File: src/design/eks_pkg.sv
// Shared widths, register indexes and mode flag positions for the key scan sequencer.
// No dependencies.
package eks_pkg;

	localparam int KEY_W     = 48;
	localparam int STEP_W    = 5;
	localparam int CHIP_W    = 7;
	localparam int BYTE_W    = 8;
	localparam int CFG_IDX_W = 2;
	localparam int FLAG_W    = 4;

	localparam logic [CFG_IDX_W-1:0] REG_SELECT_CHIP = 2'd0;
	localparam logic [CFG_IDX_W-1:0] REG_COLUMN_CHIP = 2'd1;
	localparam logic [CFG_IDX_W-1:0] REG_BUTTON_CHIP = 2'd2;
	localparam logic [CFG_IDX_W-1:0] REG_LED_CHIP    = 2'd3;

	localparam logic [CHIP_W-1:0] SELECT_CHIP_RST = 7'h38;
	localparam logic [CHIP_W-1:0] COLUMN_CHIP_RST = 7'h39;
	localparam logic [CHIP_W-1:0] BUTTON_CHIP_RST = 7'h3A;
	localparam logic [CHIP_W-1:0] LED_CHIP_RST    = 7'h3B;

	localparam int FLAG_BURST    = 0;
	localparam int FLAG_RELEASE  = 1;
	localparam int FLAG_SUSTAIN  = 2;
	localparam int FLAG_ARPEGGIO = 3;
	localparam int BTN_WAVE      = 4;

	localparam logic [BYTE_W-1:0] BUTTONS_RELEASED = 8'hFF;

	typedef logic [FLAG_W-1:0] flags_t;

endpackage

File: src/design/expander_key_scan_sequencer_unit.sv
// Key scan sequencer: steps a round of expander transactions and keeps key map and mode flags.
// Depends on eks_pkg.
//
//  channel | dir | handshake           | payload
//  --------+-----+---------------------+-------------------------------------------------------
//  in      | in  | in_valid/in_ready   | read_byte
//  out     | out | out_valid/out_ready | next_chip, next_is_read, next_write_byte, key_map, flags
//  cfg     | in  | cfg_valid/cfg_ready | cfg_index, cfg_data
//
// One beat in, one out next cycle; a new beat is taken every cycle unless the result stalls.
// The result register is the only stage; input is taken while the held result is taken.
// A stalled result holds the input side; cfg_ready is always high.
// After reset the row 0 select write sits on the result fields; out_valid stays low until a beat.
module expander_key_scan_sequencer_unit
	import eks_pkg::*;
#(
	parameter int ROWS         = 8,
	parameter int BITS_PER_ROW = 6
) (
	input  logic                 clk,
	input  logic                 arst_n,
	input  logic                 in_valid,
	output logic                 in_ready,
	input  logic [BYTE_W-1:0]    read_byte,
	output logic                 out_valid,
	input  logic                 out_ready,
	output logic [CHIP_W-1:0]    next_chip,
	output logic                 next_is_read,
	output logic [BYTE_W-1:0]    next_write_byte,
	output logic [KEY_W-1:0]     key_map,
	output logic                 burst_on,
	output logic                 release_on,
	output logic                 sustain_on,
	output logic                 arpeggio_on,
	output logic                 wave_is_rectangle,
	input  logic                 cfg_valid,
	output logic                 cfg_ready,
	input  logic [CFG_IDX_W-1:0] cfg_index,
	input  logic [CHIP_W-1:0]    cfg_data
);

	localparam logic [STEP_W-1:0] FIRST_STEP = STEP_W'(1);
	localparam logic [STEP_W-1:0] LAST_STEP  = STEP_W'(2 * ROWS + 2);
	localparam logic [STEP_W-1:0] BTN_STEP   = STEP_W'(2 * ROWS + 1);
	localparam logic [STEP_W-1:0] ROW_END    = STEP_W'(2 * ROWS);

	logic [CHIP_W-1:0] select_chip_q, column_chip_q, button_chip_q, led_chip_q;
	logic [STEP_W-1:0] step_q, step_cur, step_d;
	logic [KEY_W-1:0]  key_q, key_d;
	logic [BYTE_W-1:0] prev_btn_q, prev_btn_d;
	flags_t            flags_q, flags_d, falls;
	logic              wave_q, wave_d;
	logic              out_valid_q;
	logic [CHIP_W-1:0] chip_q, chip_d;
	logic              is_read_q, is_read_d;
	logic [BYTE_W-1:0] wbyte_q, wbyte_d;
	logic              take;

	assign in_ready  = !out_valid_q || out_ready;
	assign take      = in_valid && in_ready;
	assign cfg_ready = 1'b1;

	always_ff @(posedge clk or negedge arst_n) begin
		if (!arst_n) begin
			select_chip_q <= SELECT_CHIP_RST;
			column_chip_q <= COLUMN_CHIP_RST;
			button_chip_q <= BUTTON_CHIP_RST;
			led_chip_q    <= LED_CHIP_RST;
		end else if (cfg_valid) begin
			unique case (cfg_index)
				REG_SELECT_CHIP: select_chip_q <= cfg_data;
				REG_COLUMN_CHIP: column_chip_q <= cfg_data;
				REG_BUTTON_CHIP: button_chip_q <= cfg_data;
				REG_LED_CHIP:    led_chip_q    <= cfg_data;
				default: ;
			endcase
		end
	end

	always_comb begin
		step_cur = (step_q == '0 || step_q > LAST_STEP) ? FIRST_STEP : step_q;
		key_d      = key_q;
		flags_d    = flags_q;
		wave_d     = wave_q;
		prev_btn_d = prev_btn_q;
		falls      = (~read_byte[FLAG_W-1:0]) & prev_btn_q[FLAG_W-1:0];

		for (int r = 0; r < ROWS; r++) begin
			if (step_cur == STEP_W'(2 * r + 2)) begin
				for (int j = 0; j < BITS_PER_ROW; j++) begin
					if (BITS_PER_ROW * r + j < KEY_W)
						key_d[BITS_PER_ROW * r + j] = ~read_byte[j];
				end
			end
		end

		if (step_cur == BTN_STEP) begin
			flags_d = flags_q ^ falls;
			wave_d  = ~read_byte[BTN_WAVE];
			if (flags_d[FLAG_ARPEGGIO] && !flags_q[FLAG_ARPEGGIO]) begin
				flags_d[FLAG_SUSTAIN] = 1'b0;
				flags_d[FLAG_RELEASE] = 1'b0;
			end
			if (flags_d[FLAG_ARPEGGIO] && (flags_d[FLAG_SUSTAIN] || flags_d[FLAG_RELEASE]))
				flags_d[FLAG_ARPEGGIO] = 1'b0;
			prev_btn_d = read_byte;
		end

		step_d = (step_cur >= LAST_STEP) ? FIRST_STEP : step_cur + FIRST_STEP;

		if (step_d <= ROW_END) begin
			if (step_d[0]) begin
				chip_d    = select_chip_q;
				is_read_d = 1'b0;
				wbyte_d   = ~(BYTE_W'(1) << step_d[3:1]);
			end else begin
				chip_d    = column_chip_q;
				is_read_d = 1'b1;
				wbyte_d   = '0;
			end
		end else if (step_d == BTN_STEP) begin
			chip_d    = button_chip_q;
			is_read_d = 1'b1;
			wbyte_d   = '0;
		end else begin
			chip_d    = led_chip_q;
			is_read_d = 1'b0;
			wbyte_d   = {{(BYTE_W - FLAG_W){1'b1}}, ~flags_d};
		end
	end

	// reset state is the row 0 select write pending, held until the first beat
	always_ff @(posedge clk or negedge arst_n) begin
		if (!arst_n) begin
			step_q      <= FIRST_STEP;
			key_q       <= '0;
			prev_btn_q  <= BUTTONS_RELEASED;
			flags_q     <= '0;
			wave_q      <= 1'b0;
			out_valid_q <= 1'b0;
			chip_q      <= SELECT_CHIP_RST;
			is_read_q   <= 1'b0;
			wbyte_q     <= ~BYTE_W'(1);
		end else begin
			out_valid_q <= take || (out_valid_q && !out_ready);
			if (take) begin
				step_q      <= step_d;
				key_q       <= key_d;
				prev_btn_q  <= prev_btn_d;
				flags_q     <= flags_d;
				wave_q      <= wave_d;
				chip_q      <= chip_d;
				is_read_q   <= is_read_d;
				wbyte_q     <= wbyte_d;
			end
		end
	end

	assign out_valid         = out_valid_q;
	assign next_chip         = chip_q;
	assign next_is_read      = is_read_q;
	assign next_write_byte   = wbyte_q;
	assign key_map           = key_q;
	assign burst_on          = flags_q[FLAG_BURST];
	assign release_on        = flags_q[FLAG_RELEASE];
	assign sustain_on        = flags_q[FLAG_SUSTAIN];
	assign arpeggio_on       = flags_q[FLAG_ARPEGGIO];
	assign wave_is_rectangle = wave_q;

	a_step_range: assert property (@(posedge clk) disable iff (!arst_n)
		step_q >= FIRST_STEP && step_q <= LAST_STEP)
		else $error("scan step out of round");

	a_arp_exclusive: assert property (@(posedge clk) disable iff (!arst_n)
		!(flags_q[FLAG_ARPEGGIO] && (flags_q[FLAG_SUSTAIN] || flags_q[FLAG_RELEASE])))
		else $error("arpeggio set with sustain or release");

	a_beat_out: assert property (@(posedge clk) disable iff (!arst_n)
		take |=> out_valid_q)
		else $error("accepted beat produced no result");

	a_read_zero: assert property (@(posedge clk) disable iff (!arst_n)
		out_valid_q && is_read_q |-> wbyte_q == '0)
		else $error("read transaction carries write data");

endmodule
File: config.mk
export PLATFORM = sky130hd
export DESIGN_NAME = expander_key_scan_sequencer_unit
export DESIGN_NICKNAME = d
export VERILOG_FILES = /design/src/design/eks_pkg.sv /design/src/design/expander_key_scan_sequencer_unit.sv
export SDC_FILE = /design/constraint.sdc
export NUM_CORES = 1
export LEC_CHECK = 0
export BUFFER_PORTS_ARGS = -buffer_cell sky130_fd_sc_hd__buf_2
export CORE_ASPECT_RATIO = 0.8
export CORE_UTILIZATION = 55
export CTS_CLUSTER_SIZE = 16
export DETAILED_ROUTE_END_ITERATION = 12
export PLACE_DENSITY = 0.79
export SLEW_MARGIN = 20
export SYNTH_ARGS = -nofsm -noshare
export SYNTH_HDL_FRONTEND = slang
export SYNTH_SLANG_ARGS = --single-unit
File: constraint.sdc
create_clock -name clk -period 3.8 [get_ports clk]
set_input_delay 0.57 -clock clk [delete_from_list [all_inputs] [get_ports clk]]
set_output_delay 0.57 -clock clk [all_outputs]
set_load 0.02 [all_outputs]
Word level (Yosys, flattened, before mapping)
Cells that the tools add are included.
{"block": "op_classes", "addsub": 1, "order_cmp": 3, "n_eq_ne": 13, "shift": 1, "mux": 15, "bitwise_logic": 11, "reduce_logical": 26}
{"cell": "AND reduction 2 bit", "count": 13}
{"cell": "two-way mux 8 bit", "count": 3}
{"cell": "two-way mux 7 bit", "count": 3}
{"cell": "equality test 5 x 4 -> 1 bit, second input constant", "count": 4}
{"cell": "equality test 5 bit, second input constant", "count": 3}
{"cell": "equality test 5 x 3 -> 1 bit, second input constant", "count": 2}
{"cell": "two-way mux 5 bit", "count": 2}
{"cell": "NOT 4 bit", "count": 2}
{"cell": "NOT 8 bit", "count": 1}
{"cell": "left shift 1 x 3 -> 8 bit, first input constant", "count": 1}
{"cell": "NOT 1 bit", "count": 6}
{"cell": "adder 5 x 1 -> 5 bit, second input constant", "count": 1}
{"cell": "equality test 5 x 2 -> 1 bit, second input constant", "count": 1}
{"cell": "greater-or-equal comparator 5 bit, second input constant", "count": 1}
{"cell": "greater-than comparator 5 bit, second input constant", "count": 1}
{"cell": "less-or-equal comparator 5 bit, second input constant", "count": 1}
{"cell": "logical NOT 5 bit", "count": 1}
{"cell": "bitwise AND 4 bit", "count": 1}
{"cell": "equality test 2 bit, second input constant", "count": 2}
{"cell": "logical AND 1 bit", "count": 4}
{"cell": "logical OR 1 bit", "count": 4}
{"cell": "two-way mux 1 bit", "count": 4}
{"cell": "two-way mux 2 bit", "count": 2}
{"cell": "two-way mux 4 bit", "count": 1}
{"cell": "4 further kinds", "count": 6}
{"block": "totals", "register_bits": 107, "out_inout_bits": 72}

Logic depth before layout (Yosys ltp)
{"block": "logic_depth", "word_depth": 13, "mapped_depth": 13, "depth_no_buf": 10}

Least setup slack after synthesis
OpenSTA, ideal clock, no wires.
{"block": "synth_timing", "path_kind": "reg2reg", "from": "register step_q[1]", "to": "register chip_q[1], in the netlist next_chip[1]", "arrival_time_ns": 2.859, "required_ns": 3.714, "setup_slack_ns": 0.854, "stages_incl_launch_ff": 13, "synth_period_minus_slack_ns": 2.946, "cell_sequence": "dfrtp_1 -> buf_2 -> nor4_1 -> a211o_1 -> inv_1 -> ha_1 -> nor2b_1 -> o21a_1 -> o31a_1 -> buf_2 -> or3_4 -> buf_6 -> o221ai_2"}
{"block": "synth_via", "elab_chain_len": 8, "elab_cells_between_ends": 12, "classes_between": "add/sub: 1; order compare: 3; eq/ne: 1; mux: 5; reduce/logical: 2"}
{"element": "start, declared", "line_no": "expander_key_scan_sequencer_unit.sv:48", "text": "logic [STEP_W-1:0] step_q, step_cur, step_d;"}
{"element": "start signal, assigned", "line_no": "expander_key_scan_sequencer_unit.sv:147", "text": "step_q <= step_d;"}
{"element": "greater-than comparator 5 bit / logical NOT 5 bit (equally long branches)", "line_no": "expander_key_scan_sequencer_unit.sv:81", "text": "step_cur = (step_q == '0 || step_q > LAST_STEP) ? FIRST_STEP : step_q;"}
{"element": "logical OR 1 bit", "line_no": "expander_key_scan_sequencer_unit.sv:81"}
{"element": "two-way mux 5 bit (*)", "line_no": "expander_key_scan_sequencer_unit.sv:81"}
{"element": "adder 5 x 1 -> 5 bit / greater-or-equal comparator 5 bit (equally long branches)", "line_no": "expander_key_scan_sequencer_unit.sv:109", "text": "step_d = (step_cur >= LAST_STEP) ? FIRST_STEP : step_cur + FIRST_STEP;"}
{"element": "two-way mux 5 bit (*)", "line_no": "expander_key_scan_sequencer_unit.sv:109"}
{"element": "branches (longest 2 deep; another with less-or-equal comparator 5 bit)"}
{"element": "two-way mux 7 bit (*)", "line_no": "expander_key_scan_sequencer_unit.sv:111", "text": "if (step_d <= ROW_END) begin"}
{"element": "end signal, assigned", "line_no": "expander_key_scan_sequencer_unit.sv:152", "text": "chip_q <= chip_d;"}
{"element": "end, declared", "line_no": "expander_key_scan_sequencer_unit.sv:54", "text": "logic [CHIP_W-1:0] chip_q, chip_d;"}
Mark *: on every way between the ends.
A chain may end at the register's enable or synchronous reset.

Worst setup path after layout
{"block": "layout_timing", "from": "register step_q[1]", "to": "register chip_q[2], in the netlist next_chip[2]"}
Same word-level chain as after synthesis.

==> summary.md <==
| Metric | Value |
|---|---|
| Post-Synthesis Cell Area | `4838 um^2` |
| Hold_buf cts | `0` |
| Area of all sequential standard cells | `2716 um^2` |
| FF-to-FF Start | `step_q[1]` |
| Diode count | `0` |
| Crit path cell chain | `nor4_1 -> a211o_1 -> inv_1 -> ha_1 -> nor2b_1 -> o21a_1 -> o31a_1 -> or3_4 -> o221ai_1` |
| Layout area overhead | `15.13%` |
| Clock network fraction of total power | `0.167` |
| Final min period | `3.326 ns` |
| Crit Path Category | `flop to flop` |
| Top post-synthesis cells by area | `dfrtp_1 39%, dfstp_2 17%, mux2_2 8.6%` |
| Netlist cell types | `50` |
| Unrepaired setup endpoints after global routing | `no` |
| Clk_lat worst skew | `0.38 ns` |
| Worst hold path class | `primary input to async pin` |
| Pwr/cell area | `795.4 nW/um^2` |
| GRT overflow | `0` |
| Hold Fails Final Rpt | `0` |
| Most common cell in the netlist | `dfrtp_1` |
| Clk_skew | `0.01324 ns` |
| I/O Pins | `94` |
| PostCTS Resize Cnt | `0` |
| Die width | `106.9 um` |
| Setup violations, final | `0` |
| Worst-margin pin slew | `0.7726 ns` |
| Core box area | `8521 um^2` |
| Syn nets | `456` |
| R2R cell count | `9` |
| Post-synth EDFFs | `0` |
| Starting DRT DRC Count | `157` |
| Reg2reg end | `next_chip[2]` |
| Post-synth top area cell | `dfrtp_1` |
| Gate Count Post-Synth | `429` |
| Sw Share | `0.4123` |
| Initial antenna violation count | `0` |
| Comb power frac | `0.428` |
| Headroom to the max-slew limit | `0.4821` |
| Synthesis-stage register bit count | `107` |
| CTS max path bufs | `2` |
| Top cell type's share of synthesized area | `0.3931` |
| Period utilization | `0.8753` |
| CTS clock-pin slew for the worst setup and hold paths | `0.10 ns` |
| Top_reg_cell synth | `dfrtp_1` |
| Final ANT Viol Nets | `0` |
| Via density | `5.537` |
| Iteration count of the initial detailed-routing pass | `4` |
| Row count | `30` |
| Max frequency | `0.3006 GHz` |
| Reg2reg setup slack | `0.47 ns` |
| Worst EP arrival | `3.62 ns` |
| Mux share of post-synthesis cell area | `0.1151` |
| Share of layout cells above drive strength 1 | `0.3794` |
| Post-CTS Setup Bufs | `0` |
| P_sw | `1.827 mW` |
| Synth Area in XOR/XNOR | `0.01267` |
| Gr usage total | `0.2424` |
| CTS tree | `yes` |
| Final wirelength | `10440 um` |
| Internal power | `2.604 mW` |
| Multi-input gate area | `1936 um^2` |
| Final slew viol count | `0` |
| Die height | `85.89 um` |
| Placed Area | `5350 um^2` |
| Design Area, Final | `5570 um^2` |
| Sequential Power Share | `0.405` |
| CP Capture Type | `flop` |
| Critical Path RT | `4.09 ns` |
| Routability cong. | `0.8587` |
| Die area | `9179 um^2` |
| Drt drc | `0` |
| Clock root cell | `clkbuf_8` |
| Most instantiated cells after synthesis | `76 x dfrtp_1, 66 x nand2_1, 53 x o21ai_0` |
| Synth Area in Compound Gates | `0.1360` |
| Number of max-cap violations | `0` |
| Total number of vias | `3466` |
| Synth async-reset ratio | `1.000` |
| Outcome | `completed` |
| Worst VDD drop | `0.0004140 V` |
| Startpoint Class | `flop` |
| H-Tree Depth | `3` |
| CTS Sinks | `107` |
| Largest family of logic cells by synthesized area | `compound AO/OA/AOI/OAI gates` |
| Setup total negative slack | `0 ns` |
| Synthesis Warnings | `0` |
| Synth Area in Simple Gates | `0.1226` |
| Worst setup path startpoint | `step_q[1]` |
| Vias in the first global route | `3333` |
| Starting Density | `0.5678` |
| PortBufs | `90` |
| Adder-Cell Fraction of Synth Area | `0.01293` |
| Fill count | `670` |
| Crit-path slowest cell | `or3_4` |
| Total Nets Final | `536` |
| Dpl hpwl | `7389 um` |
| Sequential share of the synthesized area | `0.5614` |
| First-pass GRT wire length | `16950 um` |
| Slowest stage delay, CP | `0.56 ns` |
| CTS Buf Count | `9` |
| Largest net degree at the start of global routing | `86` |
| Average wire per standard cell | `16.67 um` |
| CP max FO | `12` |
| Leak | `2.634 nW` |
| Post-Syn Area per Cell | `11.28 um^2` |
==> cell type report <==
cell class                 instances  share of cell area
tap                              112             0.02516
multi-input combinational        279              0.3475
clock inverter                     7             0.01662
timing repair buffer              96             0.09007
clock buffer                       9             0.02224
sequential                       107              0.4876
inverter                          16             0.01078
==> how the worst max path moves through the flow <==
stage / endpoint / slack, ns
floorplan: next_chip[1] / 0.85
global placement: next_chip[3] / 0.66
detailed placement: next_chip[2] / 0.51
CTS: next_chip[3] / 0.50
global route: next_chip[3] / 0.35
finish: next_chip[2] / 0.47
==> sequential cells by signal (all words and copies together) (netlist names) <==
register / flops
next_chip: 7
next_is_read: 1
wave_is_rectangle: 1
key_map: 48
prev_btn_q: 4
select_chip_q: 7
flags_q: 4
led_chip_q: 7
column_chip_q: 7
next_write_byte: 8
button_chip_q: 7
out_valid: 1
step_q: 5
==> metal layers <==
metal  global-route usage  wire, um  vias up
met5                    0         0        -
met4              0.07347       113        0
met3              0.05851       435       10
met2               0.3877      4992       82
met1               0.3308      4897     1711
li1                     -         -     1663
==> power by group through the flow <==
stage | Clock (mW) | Sequential, mW | Combinational [mW]
after floorplan | 0 | 2.04 | 1.12
after global placement | 0 | 1.79 | 1.84
after detailed placement | 0 | 1.81 | 1.89
after CTS | 0.757 | 1.79 | 1.89
after global routing | 0.799 | 1.84 | 2.05
final | 0.740 | 1.80 | 1.90
==> cell usage in the layout (no fill, tap or decap), types with 4 or more instances in the layout <==
| cell | Yosys | final |
|---|---|---|
| mux2_2 | 37 | 37 |
| nand2b_1 | 4 | 4 |
| dfrtp_1 | 76 | 76 |
| dfstp_2 | 31 | 31 |
| buf_4 | 1 | 6 |
| nor3b_1 | 4 | 4 |
| clkbuf_8 | 0 | 9 |
| o21ai_0 | 53 | 53 |
| xnor2_1 | 5 | 5 |
| nor3_1 | 4 | 4 |
| nand2_1 | 66 | 66 |
| nor2b_1 | 9 | 9 |
| a32oi_1 | 7 | 7 |
| o221ai_2 | 5 | 5 |
| nor2_1 | 12 | 12 |
| buf_2 | 5 | 89 |
| inv_1 | 16 | 16 |
| mux2i_1 | 14 | 14 |
| ha_1 | 5 | 5 |
| nand3_1 | 9 | 9 |
==> worst max-delay path, delay by kind of cell (launching register included) <==
family	cells	cell delay (ns)
AO/OA/AOI/OAI	4	1.20
adder cells (fa/ha/maj)	1	0.30
AND/OR/NAND/NOR	3	1.09
buffers and inverters	1	0.11
flip-flops	1	0.53
==> kinds of logic after synthesis <==
family	Yosys count
fa+ha+maj	5
other cells	1
flops	107
mux	51
simple gates	124
compound gates	91
xor+xnor	7
buf+inv	43
==> stage by stage <==
step                total power, mW  worst slack, ns  instances  utilization  hold WS (ns)
floorplan                     3.157           0.8544        429            -        0.2744
global route                  4.691           0.3542        626       0.6537        0.2577
CTS                           4.444           0.4958        626       0.6533        0.4079
global placement              3.627           0.6592        610       0.6279        0.4579
finish                        4.431           0.4738        626       0.6537        0.2277
detailed placement            3.702           0.5119        610       0.6279        0.4647
(Power assumes the default switching activity.)
